$ cat src/hdl/eau_pkg.sv
package eau_pkg;

	localparam int POLY_DEGREE_DEF = 9;
	localparam int FRAC_BITS_DEF   = 16;

	localparam int LAMBDA_W = 17;
	localparam int PHI_W    = 32;
	localparam int OUT_W    = 32;

	// 1.0 in Q1.16
	localparam logic [LAMBDA_W-1:0] LAMBDA_ONE = 17'h10000;

	localparam int EXPTAB_COUNT = 18;

	// e^-0.5 / n!, scaled by 2^32
	function automatic logic [31:0] coef_q32(input int idx);
		logic [31:0] c;
		case (idx)
			0:       c = 32'd2605029347;
			1:       c = 32'd2605029347;
			2:       c = 32'd1302514673;
			3:       c = 32'd434171558;
			4:       c = 32'd108542889;
			5:       c = 32'd21708578;
			6:       c = 32'd3618096;
			7:       c = 32'd516871;
			8:       c = 32'd64609;
			9:       c = 32'd7179;
			10:      c = 32'd718;
			11:      c = 32'd65;
			12:      c = 32'd5;
			default: c = 32'd0;
		endcase
		return c;
	endfunction

	// e^-k, scaled by 2^24
	function automatic logic [24:0] exptab_q24(input logic [4:0] idx);
		logic [24:0] e;
		case (idx)
			5'd0:    e = 25'd16777216;
			5'd1:    e = 25'd6171993;
			5'd2:    e = 25'd2270549;
			5'd3:    e = 25'd835288;
			5'd4:    e = 25'd307285;
			5'd5:    e = 25'd113044;
			5'd6:    e = 25'd41587;
			5'd7:    e = 25'd15299;
			5'd8:    e = 25'd5628;
			5'd9:    e = 25'd2070;
			5'd10:   e = 25'd762;
			5'd11:   e = 25'd280;
			5'd12:   e = 25'd103;
			5'd13:   e = 25'd38;
			5'd14:   e = 25'd14;
			5'd15:   e = 25'd5;
			5'd16:   e = 25'd2;
			5'd17:   e = 25'd1;
			default: e = 25'd0;
		endcase
		return e;
	endfunction

endpackage

$ cat src/hdl/eau_cell.sv
module eau_cell #(
	parameter int FRAC_BITS = eau_pkg::FRAC_BITS_DEF,
	parameter int COEF_IDX  = 0
) (
	input  logic                            clk,
	input  logic                            arst_n,
	input  logic                            in_valid,
	output logic                            in_ready,
	input  logic signed [FRAC_BITS+2:0]     acc_in,
	input  logic signed [FRAC_BITS:0]       y_in,
	input  logic        [FRAC_BITS:0]       ek_in,
	input  logic        [eau_pkg::PHI_W-1:0] phi_in,
	output logic                            out_valid,
	input  logic                            out_ready,
	output logic signed [FRAC_BITS+2:0]     acc,
	output logic signed [FRAC_BITS:0]       y,
	output logic        [FRAC_BITS:0]       ek,
	output logic        [eau_pkg::PHI_W-1:0] phi
);

	localparam int AW = FRAC_BITS + 3;
	localparam int YW = FRAC_BITS + 1;
	localparam int PW = AW + YW;
	localparam logic [AW-1:0] COEF = AW'(eau_pkg::coef_q32(COEF_IDX) >> (32 - FRAC_BITS));

	logic              valid_q;
	logic signed [PW-1:0] prod;
	logic signed [PW-1:0] prod_sh;
	logic [AW-1:0]     acc_nxt;

	// one horner step: floor(acc * y / 2^F) + coefficient
	assign prod    = acc_in * y_in;
	assign prod_sh = prod >>> FRAC_BITS;
	assign acc_nxt = prod_sh[AW-1:0] + COEF;

	assign in_ready  = ~valid_q | out_ready;
	assign out_valid = valid_q;

	always_ff @(posedge clk or negedge arst_n) begin
		if (!arst_n) begin
			valid_q <= 1'b0;
		end else if (in_ready) begin
			valid_q <= in_valid;
		end
	end

	always_ff @(posedge clk) begin
		if (in_ready && in_valid) begin
			acc <= acc_nxt;
			y   <= y_in;
			ek  <= ek_in;
			phi <= phi_in;
		end
	end

endmodule

$ cat config.mk
export PLATFORM = sky130hd
export DESIGN_NAME = eau_cell
export DESIGN_NICKNAME = d
export VERILOG_FILES = /design/src/hdl/eau_pkg.sv /design/src/hdl/eau_cell.sv
export SDC_FILE = /design/constraint.sdc
export NUM_CORES = 1
export LEC_CHECK = 0
export BUFFER_PORTS_ARGS = -buffer_cell sky130_fd_sc_hd__buf_2
export CORE_MARGIN = 3
export CORE_UTILIZATION = 39
export DETAILED_ROUTE_END_ITERATION = 8
export GPL_TIMING_DRIVEN = 0
export PLACE_DENSITY_LB_ADDON = 0.2
export SYNTH_ARGS = -nofsm -noshare
export SYNTH_HDL_FRONTEND = slang
export SYNTH_SLANG_ARGS = --single-unit
$ cat constraint.sdc
create_clock -name clk -period 8.8 [get_ports clk]
set_input_delay 0.44 -clock clk [delete_from_list [all_inputs] [get_ports clk]]
set_output_delay 0.44 -clock clk [all_outputs]
set_load 0.02 [all_outputs]
==> impl_metrics.yaml <==
sta:
  whs_ps: 261.1
  final_hold_viol_count: 0
  slew_headroom_pct: 43.40
  fmax_ghz: 0.1202
  slew_violations: 0
  fin_crit_sh_pct: 94.52
  fin_skew_ps: 14.58
  final-setup-viol-count: 0
  tightest_slew_ps: 848.9
  rsz0062_at_grt: "false"
  setup_tns_ps: 0
  period_needed_ps: 8318
cts:
  cts_max_path_buffers: 2
  cts_tree: "built"
  clock_latency_ps: 350
  cts_resized: 0
  cts_buffers: 9
  holdBufCountCts: 1
  post_cts_buffers: 0
  clkTransAtPathRegs_ps: 70
  cts_num_sinks: 86
  h-tree-depth: 3
  cts-root-buf: "clkbuf_16"
die:
  die_area_um2: 39800
  start_util_pct: 39.70
  die_x_um: 199.5
  num_rows: 70
  io_pins: 176
  dieHeight_um: 199.5
  core_area_um2: 36790
synthesis:
  yosysWarnings: 0
  netlist.area_leader.share_pct: 43.73
  synth_edf_count: 85
  synth_compound_gate_area_share_pct: 4.866
  syn_area_per_cell_um2: 10.33
  synth_xor_area_share_pct: 2.467
  synth-seq-area-share_pct: 17.65
  synthCells: 1414
  syn_nets: 1906
  synthTopCellsByArea: "fa_1, edfxtp_1, inv_1, ha_1, and2_1"
  synth_fa_ha_area_share_pct: 50.93
  yosys.area_share.simple_pct: 14.11
  synth_cell_types: 60
  synth_mux_area_share_pct: 0.2056
  ys_seq_elements: 86
  synth-main-ff-cell: "edfxtp_1"
  yosysTopAreaCell: "fa_1"
  syn-cell-area_um2: 14600
  synthArstFlopShare_pct: 1.163
  synth_top_family_by_area: "adder cells"
status:
  outcome: "finished, final reports clean"
detailed_routing:
  firstDrtPassIters: 4
  vias: 10370
  routed_wl_um: 39950
  ant_nets: 0
  drc: 0
  first_iter_violations: 595
  via_per_inst: 4.999
  wire_per_inst_um: 19.26
run:
  drv_cap: 0
global_route:
  grt_pass1_wl_um: 63050
  grt-ovfl-total: 0
  grt_pass1_vias: 11710
  antenna_found_initial: 2
  grt_max_degree: 47
  grt_usage_pct: 21.12
setup_path:
  path_buf_inv: 5
  cp_common_cell: "fa_1"
  crit_slowest_cell: "clkbuf_1"
  crit_path_end_kind: "register"
  cp-start-kind: "primary input"
  crit_family: "adder cells"
  criticalPathCategory: "in2reg"
  crit_required_ps: 8890
  worstPathArrival_ps: 8410
  max_stage_delay_ps: 640
  crit_fanout: 11
  crit_chain: "buf_2 -> clkbuf_1 -> clkbuf_1 -> nand2_1 -> fa_1 -> fa_1 -> fa_1 -> fa_1 -> fa_1 -> fa_1 -> inv_1 -> ha_1 -> clkbuf_1 -> a21oi_1 -> o221ai_1 -> a21o_1 -> a31oi_1 -> xnor2_1 -> or2_4 -> o31ai_4 -> a211oi_1 -> a2111oi_2 -> nand4_1"
finish:
  drive_above_1_share_pct: 13.02
  fin_nets: 2094
  syn2layout_area_growth_pct: 12.04
  finish.utilization_pct: 44.48
  fill_cells: 3600
hold_path:
  worstHoldPathType: "in2reg"
placed_design:
  place.gp.congestion: 0.9133
  port_buffers: 175
  hpwl_um: 32620
==> kinds of logic after synthesis <==
family,Yosys count
multiplexers,3
AND/OR/NAND/NOR,411
adder cells (fa/ha/maj),403
buffers and inverters,376
flip-flops,86
XOR/XNOR,39
AO/OA/AOI/OAI,96
==> per-layer routing <==
metal	vias up	GRT usage, %	share of wire [%]
li1	4641	-	-
met1	5357	26.23	39
met2	296	36.72	50
met3	74	3.305	6.0
met4	0	9.020	4.9
met5	-	0	0
==> cells in the final DEF, fill, tap and decap left out, types with 10 or more instances in the layout <==
| cell | synthesis | routed |
|---|---|---|
| and2_1 | 148 | 147 |
| xnor2_1 | 27 | 27 |
| a21o_1 | 10 | 10 |
| inv_1 | 325 | 325 |
| nor2_1 | 26 | 26 |
| a21oi_1 | 21 | 21 |
| nand2b_1 | 13 | 13 |
| xor2_1 | 11 | 11 |
| edfxtp_1 | 85 | 85 |
| clkbuf_1 | 48 | 48 |
| nand2_1 | 180 | 180 |
| o21ai_0 | 13 | 13 |
| buf_2 | 1 | 176 |
| fa_1 | 319 | 319 |
| ha_1 | 84 | 84 |
==> final timing paths <==
path                       startpoint  cells past startpoint  slack (ps)         to
min reg2reg                 out_valid                      2         540  out_valid
max reg2reg                 out_valid                      3        7160     phi[0]
max in group asynchronous      arst_n                      2        8300  out_valid
min                          ek_in[6]                      1         260      ek[6]
min in group asynchronous      arst_n                      2         420  out_valid
max                          y_in[11]                     23         480    acc[18]
==> cell type report <==
class	count	area [µm²]	area share (%)
buffer	51	207.7	1.269
sequential	86	2577	15.75
clock buffer	9	225.2	1.376
tap	468	585.6	3.579
timing repair buffer	177	913.4	5.582
clock inverter	5	28.78	0.1759
inverter	325	1220	7.456
multi-input combinational	952	10600	64.79
antenna	1	2.502	0.01529
==> synth_stat cells (3+ instances only) <==
library cell  number
a211oi_1           6
a21o_1            10
a21oi_1           21
a31oi_1            3
and2_1           148
and3_1             8
clkbuf_1          48
edfxtp_1          85
fa_1             319
ha_1              84
inv_1            325
mux2i_1            3
nand2_1          180
nand2b_1          13
nand3_1            9
nand4_1            5
nor2_1            26
nor3_1             8
o211a_1            3
o211ai_1           7
o21a_1             5
o21ai_0           13
xnor2_1           27
xor2_1            11
==> flip-flops by register name, summed over array words and instances, names as in the netlist <==
register   flops
acc           19
y             17
ek            17
phi           32
out_valid      1
==> stage by stage <==
stage / cell area (µm²) / setup WS, ps / instances
after floorplan: 14600 / 1618 / 1414
after global placement: 16070 / 187.9 / 2057
after detailed placement: 16100 / 158.4 / 2058
after CTS: 16360 / 503.9 / 2073
after global routing: 16360 / 92.94 / 2073
final: 16360 / 482.0 / 2074
Power is left out: the tool's default activity adds up to more than one toggle a clock period on the data nets, which glitch-free logic cannot reach.
